## src/rtl/core/stok_pkg.sv

```systemverilog
package stok_pkg;

  localparam logic [7:0] ChDquote = 8'h22;
  localparam logic [7:0] ChSquote = 8'h27;
  localparam logic [7:0] ChBslash = 8'h5C;

  localparam logic [1:0] QmNone   = 2'd0;
  localparam logic [1:0] QmSingle = 2'd1;
  localparam logic [1:0] QmDouble = 2'd2;

  typedef struct packed {
    logic [7:0] in_byte;
    logic       line_last;
  } tok_in_t;

  typedef struct packed {
    logic       lead_backslash;
    logic       append_byte;
    logic [7:0] byte_out;
    logic       token_done;
    logic       line_done;
  } tok_out_t;

  typedef struct packed {
    logic [1:0] quote_mode;
    logic       escape_pending;
    logic       token_open;
  } tok_state_t;

  localparam tok_state_t StateReset = '{quote_mode: QmNone, escape_pending: 1'b0,
                                        token_open: 1'b0};

  function automatic logic is_space(input logic [7:0] c);
    return (c == 8'h20) || ((c >= 8'h09) && (c <= 8'h0D));
  endfunction

endpackage

```

## src/rtl/core/stok_ifs.sv

```systemverilog
interface stok_in_if import stok_pkg::*; ();
  logic    valid;
  logic    ready;
  tok_in_t data;

  modport source (output valid, output data, input ready);
  modport sink (input valid, input data, output ready);
endinterface

interface stok_out_if import stok_pkg::*; ();
  logic     valid;
  logic     ready;
  tok_out_t data;

  modport source (output valid, output data, input ready);
  modport sink (input valid, input data, output ready);
endinterface

```

## src/rtl/core/shell_style_tokenizer_unit.sv

```systemverilog
// Shell-style tokenizer: one command-line byte in, one token action out.
//
// in_ch_i  (sink): one beat per byte, payload in_byte and line_last. Set
//   line_last on the final byte of each line; empty lines are not sent.
// out_ch_o (source): one beat per input beat, in order: lead_backslash,
//   append_byte, byte_out, token_done, line_done.
//
// A byte lands in the input register, the step logic decodes it against the
// quote/escape state, and the result register holds the action. Throughput
// is one byte per cycle while out_ch_o.ready stays high; the state update is
// a single small decode, so nothing limits the rate but the handshake.
//
// Reset clears both register stages and the tokenizer state (outside quotes,
// no pending escape, no open token). When out_ch_o.ready is low the result
// register holds and the input register can still take one more byte; only
// when both are full does in_ch_i.ready drop.
module shell_style_tokenizer_unit import stok_pkg::*; (
  input  logic       clk_i,
  input  logic       rst_ni,
  stok_in_if.sink    in_ch_i,
  stok_out_if.source out_ch_o
);

  logic       in_valid_q;
  tok_in_t    in_item_q;
  logic       out_valid_q;
  tok_out_t   out_res_q;
  tok_state_t state_q, state_d;
  tok_out_t   res_d;
  logic       advance;

  assign advance       = in_valid_q && (!out_valid_q || out_ch_o.ready);
  assign in_ch_i.ready = !in_valid_q || advance;

  stok_step u_step (
    .state_i (state_q),
    .item_i  (in_item_q),
    .state_o (state_d),
    .res_o   (res_d)
  );

  always_ff @(posedge clk_i or negedge rst_ni) begin
    if (!rst_ni) begin
      in_valid_q  <= 1'b0;
      out_valid_q <= 1'b0;
      state_q     <= StateReset;
    end else begin
      if (in_ch_i.ready) begin
        in_valid_q <= in_ch_i.valid;
      end
      if (advance) begin
        out_valid_q <= 1'b1;
        state_q     <= state_d;
      end else if (out_ch_o.ready) begin
        out_valid_q <= 1'b0;
      end
    end
  end

  always_ff @(posedge clk_i) begin
    if (in_ch_i.ready && in_ch_i.valid) begin
      in_item_q <= in_ch_i.data;
    end
    if (advance) begin
      out_res_q <= res_d;
    end
  end

  assign out_ch_o.valid = out_valid_q;
  assign out_ch_o.data  = out_res_q;

endmodule

```

## src/rtl/core/stok_step.sv

```systemverilog
module stok_step import stok_pkg::*; (
  input  tok_state_t state_i,
  input  tok_in_t    item_i,
  output tok_state_t state_o,
  output tok_out_t   res_o
);

  logic [7:0] c;
  logic [7:0] qc;
  logic       quoted;
  tok_state_t nxt;

  assign c      = item_i.in_byte;
  assign quoted = (state_i.quote_mode == QmSingle) || (state_i.quote_mode == QmDouble);
  assign qc     = (state_i.quote_mode == QmDouble) ? ChDquote : ChSquote;

  always_comb begin
    nxt   = state_i;
    res_o = '0;
    if (!quoted) begin
      nxt.quote_mode     = QmNone;
      nxt.escape_pending = 1'b0;
      if (is_space(c)) begin
        if (state_i.token_open) begin
          res_o.token_done = 1'b1;
          nxt.token_open   = 1'b0;
        end
      end else if (c == ChDquote) begin
        nxt.quote_mode = QmDouble;
        nxt.token_open = 1'b1;
      end else if (c == ChSquote) begin
        nxt.quote_mode = QmSingle;
        nxt.token_open = 1'b1;
      end else begin
        res_o.append_byte = 1'b1;
        res_o.byte_out    = c;
        nxt.token_open    = 1'b1;
      end
    end else begin
      nxt.token_open = 1'b1;
      if (state_i.escape_pending) begin
        nxt.escape_pending   = 1'b0;
        res_o.lead_backslash = (c != qc) && (c != ChBslash);
        res_o.append_byte    = 1'b1;
        res_o.byte_out       = c;
      end else if (c == qc) begin
        nxt.quote_mode = QmNone;
      end else if ((c == ChBslash) && !item_i.line_last) begin
        nxt.escape_pending = 1'b1;
      end else begin
        res_o.append_byte = 1'b1;
        res_o.byte_out    = c;
      end
    end

    if (item_i.line_last) begin
      if (nxt.token_open) begin
        res_o.token_done = 1'b1;
      end
      res_o.line_done = 1'b1;
      nxt = StateReset;
    end
    state_o = nxt;
  end

endmodule

```

## src/flat_wrapper.sv

```systemverilog
// flat-port wrapper written by rule: the top's interface ports become plain ports
module shell_style_tokenizer_unit_flat import stok_pkg::*;
  (clk_i, rst_ni, in_ch_i_valid, in_ch_i_data, in_ch_i_ready, out_ch_o_valid, out_ch_o_data, out_ch_o_ready);
  stok_in_if in_ch_i_i ();
  stok_out_if out_ch_o_i ();
  input  logic clk_i;
  input  logic rst_ni;
  input wire logic [$bits(in_ch_i_i.valid)-1:0] in_ch_i_valid;
  input wire logic [$bits(in_ch_i_i.data)-1:0] in_ch_i_data;
  output wire logic [$bits(in_ch_i_i.ready)-1:0] in_ch_i_ready;
  output wire logic [$bits(out_ch_o_i.valid)-1:0] out_ch_o_valid;
  output wire logic [$bits(out_ch_o_i.data)-1:0] out_ch_o_data;
  input wire logic [$bits(out_ch_o_i.ready)-1:0] out_ch_o_ready;
  assign in_ch_i_i.valid = in_ch_i_valid;
  assign in_ch_i_i.data = in_ch_i_data;
  assign in_ch_i_ready = in_ch_i_i.ready;
  assign out_ch_o_valid = out_ch_o_i.valid;
  assign out_ch_o_data = out_ch_o_i.data;
  assign out_ch_o_i.ready = out_ch_o_ready;
  shell_style_tokenizer_unit u_core (.clk_i(clk_i), .rst_ni(rst_ni), .in_ch_i(in_ch_i_i), .out_ch_o(out_ch_o_i));
endmodule
```

## config.mk

```make
export PLATFORM = sky130hd
export DESIGN_NAME = shell_style_tokenizer_unit_flat
export DESIGN_NICKNAME = d
export VERILOG_FILES = /design/src/rtl/core/stok_pkg.sv /design/src/rtl/core/stok_ifs.sv /design/src/rtl/core/shell_style_tokenizer_unit.sv /design/src/rtl/core/stok_step.sv /design/src/flat_wrapper.sv
export SDC_FILE = /design/constraint.sdc
export NUM_CORES = 1
export LEC_CHECK = 0
export BUFFER_PORTS_ARGS = -buffer_cell sky130_fd_sc_hd__buf_2
export CORE_MARGIN = 2
export CORE_UTILIZATION = 59
export CTS_BUF_LIST = sky130_fd_sc_hd__clkbuf_2 sky130_fd_sc_hd__clkbuf_4 sky130_fd_sc_hd__clkbuf_8
export CTS_CLUSTER_SIZE = 24
export DETAILED_ROUTE_END_ITERATION = 6
export PLACE_DENSITY = 0.91
export SYNTH_ARGS = -nofsm -noshare
export SYNTH_HDL_FRONTEND = slang
export SYNTH_SLANG_ARGS = --single-unit
```

## constraint.sdc

```tcl
create_clock -name clk_i -period 6.2 [get_ports clk_i]
set_clock_uncertainty 0.2 [all_clocks]
set_input_delay 0.62 -clock clk_i [delete_from_list [all_inputs] [get_ports clk_i]]
set_output_delay 0.62 -clock clk_i [all_outputs]
set_load 0.005 [all_outputs]
```

# Yosys cells after proc, flatten, opt, wreduce, memory -nomap -nowiden
# Cells that the tools add are included.
[word_totals] ff_bits=27 out_inout_bits=14 wordCells=66
[classes] n_lt_le_gt_ge=2 n_eq_ne=11 mux=26 reduce_logical=15
[ops] op="$mux W9" count=7
[ops] op="$eq A8 B6 Y1 const B" count=3
[ops] op="$mux W1" count=11
[ops] op="$mux W2" count=5
[ops] op="$eq A8 B6 Y1" count=1
[ops] op="$eq A8 B7 Y1 const B" count=1
[ops] op="$ge A8 B4 Y1 const B" count=1
[ops] op="$le A8 B4 Y1 const B" count=1
[ops] op="$mux W4" count=2
[ops] op="$ne A8 B6 Y1" count=1
[ops] op="$ne A8 B7 Y1 const B" count=1
[ops] op="$logic_and A1 B1 Y1" count=5
[ops] op="$logic_or A1 B1 Y1" count=4
[ops] op="$logic_not A1 Y1" count=3
[ops] op="$mux W3" count=1
[ops] op="$ne A3 B1 Y1 const B" count=1
[ops] op="$ne A3 B2 Y1 const B" count=1
[ops] op="$reduce_and A3 Y1" count=1
[ops] op="$eq A2 B1 Y1 const B" count=1
[ops] op="$eq A2 B2 Y1 const B" count=1
[ops] op="$reduce_and A2 Y1" count=1
[ops] op="$reduce_bool A2 Y1" count=1

# Depth between registers and ports, before layout
# Gate-level depths: netlist (run 1).
[depth] depth_word=8 depth_mapped=6

# Modules after synthesis
# Synthesis (run 1) repeated with hierarchy kept, for this count alone.
[unflattened] cells_unflattened=90 hier_area_um2=1266.2
[modules_own_cells] mod="shell_style_tokenizer_unit" n_inst=1 cells_per_inst=38 area_each_um2=897.1
[modules_own_cells] mod="stok_step" n_inst=1 cells_per_inst=52 area_each_um2=369.1

# Worst setup path after synthesis (run 1)
# OpenSTA, ideal clock, no wires.
[synth_timing] kind="register to register" from="register u_core.state_q[3] (netlist bit)" to="register u_core.out_res_q (netlist bit u_core.out_ch_o.data[1]), data pin" setup_time_ns=0.260 arrival_ns=2.077 required_time_ns=5.740 slack_ns=3.663 path_stages_with_launch=6 n_path_buf=0 synth_period_minus_slack_ns=2.537 cell_sequence="dfrtp_1 ha_1 or4b_4 or4_4 nand2_4 mux2_4"
[synth_lines] element="start: declaration" line_no="shell_style_tokenizer_unit.sv:28" source="tok_state_t state_q, state_d;"
[synth_lines] element="start signal: assignment" line_no="shell_style_tokenizer_unit.sv:46" source="state_q <= StateReset;"
[synth_lines] element="start signal: assignment" line_no="shell_style_tokenizer_unit.sv:53" source="state_q <= state_d;"
[synth_lines] element="end signal: assignment" line_no="shell_style_tokenizer_unit.sv:65" source="out_res_q <= res_d;"
[synth_lines] element="end: declaration" line_no="shell_style_tokenizer_unit.sv:27" source="tok_out_t out_res_q;"

==> results of run 1 <==
## final cells by class
class | count | area (sq um) | share of cell area [%]
sequential | 27 | 781 | 56.8
multi-input combinational | 51 | 379 | 27.6
timing repair buffer | 27 | 140 | 10.2
tap | 27 | 33.8 | 2.46
clock buffer | 4 | 30.0 | 2.18
inverter | 3 | 11.3 | 0.819
## registers in the layout, indices dropped and copies added, names as in the netlist
register / count
u_core.in_item_q: 9
u_core.out_ch_o.valid: 1
u_core.state_q: 4
u_core.in_valid_q: 1
u_core.out_ch_o.data: 12
## power by group through the flow
| stage | Clock, W | Sequential [W] | Combinational, W |
|---|---|---|---|
| floorplan | 0 | 0.000219 | 0.0000175 |
| global placement | 0 | 0.000220 | 0.0000290 |
| CTS | 0.0000763 | 0.000217 | 0.0000307 |
| detailed placement | 0 | 0.000221 | 0.0000302 |
| global route | 0.0000853 | 0.000218 | 0.0000341 |
| finish | 0.0000764 | 0.000217 | 0.0000303 |
## timing repair
action | in CTS | in global routing
resized for setup | 0 | 0
hold buffers | 1 | 0
hold endpoints to repair | 6 | 0
## worst max-delay path by stage
stage | end | start | cells after the start
floorplan | u_core.out_ch_o.data[1]$_DFFE_PP_ | u_core.state_q[3]$_DFFE_PN0P_ | 5
global placement | u_core.out_ch_o.data[1]$_DFFE_PP_ | u_core.state_q[3]$_DFFE_PN0P_ | 5
detailed placement | u_core.out_ch_o.data[1]$_DFFE_PP_ | u_core.state_q[2]$_DFFE_PN0P_ | 6
CTS | u_core.out_ch_o.data[1]$_DFFE_PP_ | u_core.state_q[2]$_DFFE_PN0P_ | 6
global route | u_core.out_ch_o.data[1]$_DFFE_PP_ | u_core.state_q[2]$_DFFE_PN0P_ | 6
finish | u_core.out_ch_o.data[1]$_DFFE_PP_ | u_core.state_q[3]$_DFFE_PN0P_ | 5
## cell families after synthesis
| family | after synthesis |
|---|---|
| and+or+nand+nor | 37 |
| DFF | 27 |
| AOI/OAI and AO/OA | 11 |
| buffers and inverters | 5 |
| xor gates and xnor gates | 1 |
| muxes | 1 |
| adders and majority gates | 1 |
## layout by cell type, fill, tap and decap left out
| master | instances |
|---|---|
| buf_2 | 26 |
| edfxtp_1 | 21 |
| dfrtp_1 | 6 |
| nor2_1 | 5 |
| nand3b_1 | 4 |
| nand2_1 | 4 |
| clkbuf_4 | 4 |
| inv_1 | 3 |
| nor3_1 | 3 |
| nand2b_1 | 3 |
| a32o_1 | 3 |
| or3b_2 | 2 |
| a211oi_1 | 2 |
| nor2b_1 | 2 |
| a2111oi_0 | 2 |
| nor4b_1 | 2 |
| o31ai_1 | 2 |
| or3_2 | 1 |
| or2_2 | 1 |
| or2b_2 | 1 |
| nand4b_1 | 1 |
| nor4_1 | 1 |
| o21a_1 | 1 |
| or4b_4 | 1 |
| xnor2_1 | 1 |
| or4b_1 | 1 |
| a211o_2 | 1 |
| nand3_1 | 1 |
| or4_4 | 1 |
| nand2_4 | 1 |
| nor3b_1 | 1 |
| and2_1 | 1 |
| mux2_4 | 1 |
| ha_1 | 1 |
| dlygate4sd3_1 | 1 |
## through the flow
stage	setup slack, ns	hold slack [ns]
2_1_floorplan	3.66	0.124
3_3_place_gp	3.62	0.246
3_5_place_dp	3.58	0.252
4_1_cts	3.57	0.267
5_1_grt	3.50	0.256
6_report	3.55	0.263
## routing by layer
metal / vias to the layer above / wire (microns) / part of all wire, % / global-route usage (%)
met3: 5 / 131 / 6.7 / 1.84
met4: 0 / 25 / 1.3 / 8.57
met2: 40 / 1010 / 52 / 31.3
met5: - / 0 / 0 / 0
li1: 380 / - / - / -
met1: 400 / 782 / 40 / 21.7
## worst max-delay path, stage by stage, from the launching register on
cell and delay (ns):
dfrtp_1 0.41, ha_1 0.34, or4b_4 0.50, or4_4 0.55, nand2_4 0.11, mux2_4 0.30
==> metrics.csv, run 1 <==
stage,metric,value,unit
global_routing,GRT Overall Usage,17.7,%
layout,fin util,71.5,%
power,Pint,0.000254,W
power,Pleak,0.523,nW
synth,Yosys warning total,0,
power,Pwr Density,236,mW/mm^2
place,input/output buffers,26,
detailed_routing,Detail Route Antenna Nets,0,
synth,synthesized area,0.00119,sq mm
global_routing,vias in the first global route,794,
place,gp weighted congestion,0.814,
detailed_routing,WL per Instance,14.1,microns
floorplan,die area,0.00238,sq mm
sta,final setup vio count,0,
floorplan,Die Width,48.8,microns
hold_path,HP Class,in2reg,
synth,"count leader, synth",edfxtp_1,
sta,minimum clock period,2.65,ns
layout,Final Non-Filler Cells,139,
sta,max frequency,378,MHz
worst_setup_path,r2r endpoint,u_core.out_ch_o.data[1]$_DFFE_PP_,
synth,post-synthesis compound-gate area fraction,8.02,%
synth,syn avg cell area,14.3,sq um
synth,Adder-Cell Fraction of Synth Area,1.05,%
hold_path,HP Start,in_ch_i_data[1],
synth,Post-synth EDFFs,21,
layout,design area,0.00138,sq mm
synth,Post-Synth XOR/XNOR Area,0.738,%
clock_tree,Num CTS Buffers,3,
outcome,status,"finished, final reports clean",
detailed_routing,vias post-DR,825,
place,placed inst area,0.00134,sq mm
power,Sw Share,21.7,%
worst_setup_path,critical path arrival,2.54,ns
worst_setup_path,critical path class,reg2reg,
synth,Syn Inst Count,83,
hold_path,Worst Hold End,u_core.in_item_q[1]$_DFFE_PP_,
synth,post-synthesis simple-gate area fraction,20.9,%
detailed_routing,number of vias per cell,5.94,
worst_setup_path,CP endpoint kind,flop,
job,max_cap viols,0,
sta,unrepaired setup endpoints after global routing,no,
clock_tree,CTS sink cnt,27,
detailed_routing,1st-iter DRT viols,34,
layout,Nets,127,
sta,relative slew slack,70.4,%
synth,post-synthesis mux area share,1.27,%
synth,Syn Nets,97,
power,combinational share of power,9.3,%
synth,synth top area cells,"edfxtp_1 53%, dfrtp_1 13%, a32o_1 2.5%",
layout,area grow syn2layout,15.9,%
clock_tree,clock buffer depth,2,
global_routing,wire length of the first global-routing pass,3280,microns
worst_setup_path,Worst R2R Start,u_core.state_q[3]$_DFFE_PN0P_,
hold_path,Worst Hold Depth,1,
worst_setup_path,R2R depth,5,
detailed_routing,detailed-route DRC error count,0,
clock_tree,clk slew on worst S/H paths,0.13,ns
worst_setup_path,WP data required,6.09,ns
synth,sequential area share after synthesis,65.8,%
floorplan,Core Footprint,0.00192,sq mm
clock_tree,H-tree level count,1,
floorplan,cell row count,16,
clock_tree,Post-CTS Setup Repair Bufs,0,
synth,Synth async-reset ratio,22.2,%
floorplan,Starting Density,61.7,%
global_routing,largest net degree at the start of global routing,15,
worst_setup_path,"reg-to-reg slack, setup",3.55,ns
place,DP Wirelength,1460,microns
worst_setup_path,CP max FO,6,
clock_tree,worst skew pair latency,0.32,ns
sta,"Period Utilization, post-route",42.7,%
synth,Netlist cell types,34,
global_routing,GR Overflow Total,0,
clock_tree,Root Driver,clkbuf_4,
detailed_routing,drt total wl,1950,microns
clock_tree,CTS tree,built,
power,VDD IR-drop max,0.211,mV
synth,largest family of logic cells by synthesized area,simple AND/OR/NAND/NOR gates,
place,Placed Cells,134,
floorplan,die height,48.8,microns
layout,layout cells sized above 1,35.7,%
synth,"FF+latch count, synth",27,
synth,synth cell count leaders,"21 x edfxtp_1, 6 x dfrtp_1, 5 x nor2_1",
sta,worst-margin pin slew,0.433,ns
synth,Synth Flop Type,edfxtp_1,
power,Clock power frac,23.6,%
sta,setup_tns,0,ns
layout,antenna diode count,0,
power,Reg power frac,67.0,%
layout,fillcell total,145,
floorplan,IO Count,27,
global_routing,initial antenna violation count,0,
sta,Max Slew Vio Count,0,
synth,Synth top area share,53.2,%
detailed_routing,Pre-antenna DRT Iters,4,
worst_setup_path,Startpoint Class,flop,
power,total power,0.000324,W
synth,"area leader, netlist",edfxtp_1,
sta,"Hold Violations, Final",0,
power,net switching power,0.0000702,W
(Power assumes the default switching activity.)
==> inputs of run 2 (changes only) <==
Settings changed: CORE_UTILIZATION 59 to 55, PLACE_DENSITY 0.91 to 0.86.
Clock period 6.2 ns to 2.56 ns, I/O delays scaled along.
==> metrics.csv, run 2 (synthesis gave the netlist of run 1 again) <==
stage,metric,value,unit,change
sta,relative slew slack,69.2,%,-1.1 points
place,DP Wirelength,1490,microns,+1.6%
place,gp weighted congestion,0.881,,+8.3%
sta,"Hold Violations, Final",0,,unchanged
sta,minimum clock period,2.46,ns,-0.188 ns
hold_path,HP Class,in2reg,,
layout,"commonest non-fill, non-tap cells in the layout","26 x buf_2, 21 x edfxtp_1, 11 x dlygate4sd3_1",,
sta,"Period Utilization, post-route",96.1,%,+53 points
power,Pwr Density,533,mW/mm^2,+130%
global_routing,wire length of the first global-routing pass,3370,microns,+3.0%
detailed_routing,vias post-DR,828,,+0.36%
clock_tree,Num CTS Buffers,3,,unchanged
detailed_routing,WL per Instance,13.6,microns,-3.1%
sta,Max Slew Vio Count,0,,unchanged
sta,unrepaired setup endpoints after global routing,no,,
worst_setup_path,critical path arrival,2.35,ns,-0.19 ns
global_routing,vias in the first global route,828,,+4.3%
floorplan,Core Footprint,0.00200,sq mm,+4.2%
clock_tree,post-CTS sizing,0,,unchanged
clock_tree,worst skew pair latency,0.32,ns,about the same
worst_setup_path,"reg-to-reg slack, setup",0.10,ns,-3.45 ns
clock_tree,CTS tree,built,,
worst_setup_path,crit path cell chain,"ha_1, or4b_4, buf_4, a211o_2, nand2_4, mux2_4",,
detailed_routing,Detail Route Antenna Nets,0,,unchanged
worst_setup_path,critical path class,reg2reg,,
clock_tree,Root Driver,clkbuf_4,,
worst_setup_path,CP startpoint,u_core.state_q[3]$_DFFE_PN0P_,,
layout,flip-flop count of the largest register after layout,12,,unchanged
detailed_routing,1st-iter DRT viols,11,,-68%
worst_setup_path,WP buf/inv,1,,+1
worst_setup_path,R2R depth,6,,+1
worst_setup_path,r2r endpoint,u_core.out_ch_o.data[1]$_DFFE_PP_,,
floorplan,die area,0.00254,sq mm,+6.7%
worst_setup_path,Crit-path slowest cell,or4b_4,,
outcome,status,"finished, final reports clean",,
clock_tree,clk slew on worst S/H paths,0.13,ns,about the same
worst_setup_path,WP data required,2.45,ns,-3.64 ns
detailed_routing,detailed-route DRC error count,0,,unchanged
worst_setup_path,Worst R2R Start,u_core.state_q[3]$_DFFE_PN0P_,,
clock_tree,H-tree level count,1,,unchanged
job,max_cap viols,0,,unchanged
power,Pleak,0.583,nW,+12%
detailed_routing,drt total wl,2080,microns,+6.7%
global_routing,GRT Overall Usage,17.8,%,+0.054 points
place,input/output buffers,26,,unchanged
layout,Nets,141,,+11%
worst_setup_path,Critical Path End,u_core.out_ch_o.data[1]$_DFFE_PP_,,
worst_setup_path,CP max FO,4,,-2
floorplan,Starting Density,59.3,%,-2.5 points
detailed_routing,number of vias per cell,5.41,,-8.8%
clock_tree,CTS sink cnt,27,,unchanged
floorplan,cell row count,16,,unchanged
floorplan,Die Width,50.4,microns,+3.3%
worst_setup_path,critical path depth,6,,+1
power,VDD IR-drop max,0.450,mV,+110%
worst_setup_path,critical path's top delay family,simple AND/OR/NAND/NOR gates,,
detailed_routing,Pre-antenna DRT Iters,4,,unchanged
worst_setup_path,CP max stage delay,0.46,ns,-0.09 ns
clock_tree,clock buffer depth,2,,unchanged
global_routing,initial antenna violation count,0,,unchanged
power,total power,0.000803,W,+150%
global_routing,GR Overflow Total,0,,unchanged
floorplan,IO Count,27,,unchanged
worst_setup_path,Startpoint Class,flop,,
layout,antenna diode count,0,,unchanged
layout,layout cells sized above 1,34.9,%,-0.79 points
sta,max frequency,407,MHz,+7.6%
sta,worst-margin pin slew,0.461,ns,+0.0279 ns
floorplan,die height,50.4,microns,+3.3%
sta,final setup vio count,0,,unchanged
layout,area grow syn2layout,26.9,%,
global_routing,largest net degree at the start of global routing,15,,unchanged
layout,"most common cell after layout, fill and taps aside",buf_2,,
sta,setup_tns,0,ns,unchanged
worst_setup_path,CP endpoint kind,flop,,
-- run 2: changes by cell type in the layout (fill, tap and decap cells not counted) --
cell	before	now
buf_4	0	4
dlygate4sd3_1	1	11
-- run 2: worst reg2reg max path: stages (launching register included) --
cell and delay [ns]:
dfrtp_1 0.42, ha_1 0.30, or4b_4 0.46, buf_4 0.16
a211o_2 0.31, nand2_4 0.09, mux2_4 0.29
-- run 2: worst min-delay path by stage --
stage                   startpoint  slack (ns)                                end  cells past startpoint
finish              out_ch_o_ready       0.005  u_core.out_ch_o.valid$_DFFE_PN0P_                      3
global route        out_ch_o_ready        0.03  u_core.out_ch_o.valid$_DFFE_PN0P_                      3
CTS                 out_ch_o_ready       0.006  u_core.out_ch_o.valid$_DFFE_PN0P_                      3
detailed placement          rst_ni       -0.11      u_core.state_q[1]$_DFFE_PN0P_                      1
global placement            rst_ni       -0.12      u_core.state_q[0]$_DFFE_PN0P_                      1
floorplan                   rst_ni       -0.24      u_core.in_valid_q$_DFFE_PN0N_                      0
-- run 2: final cells by class --
cell class / instances / area, sq um
timing repair buffer: 41 / 270
multi-input combinational: 51 / 379
tap: 27 / 33.8
inverter: 3 / 11.3
sequential: 27 / 781
clock buffer: 4 / 30.0
fill: 140 / 497
-- run 2: metal layers --
layer	vias to the layer above	share of wire (%)	global-route usage [%]
met5	-	0	0
met4	0	1.1	7.21
met3	2	3.7	2.68
met2	29	54	33.1
met1	392	41	20.1
li1	405	-	-
-- run 2: per-stage QoR --
step	instances	utilization [%]	area (sq um)	setup slack [ns]	hold WS, ns
floorplan	83	-	1190	0.0226	-0.240
global placement	137	67.8	1360	0.0731	-0.120
detailed placement	137	67.8	1360	0.0214	-0.114
CTS	152	74.8	1500	0.00582	0.00646
global route	153	75.2	1510	0.0475	0.0310
finish	153	75.2	1510	0.101	0.00530
-- run 2: timing repair --
item,4_1_cts,5_1_grt
hold endpoints to repair,16,0
endpoints found under the setup margin,0,1
hold buffers,11,0
buffers inserted,0,1
-- run 2: where the power goes --
group	total, W	leakage [nW]	switching, W	internal [W]
Clock	0.000188	0.0184	0.000116	0.0000716
Sequential	0.000524	0.275	0.0000170	0.000507
Combinational	0.0000905	0.290	0.0000428	0.0000477
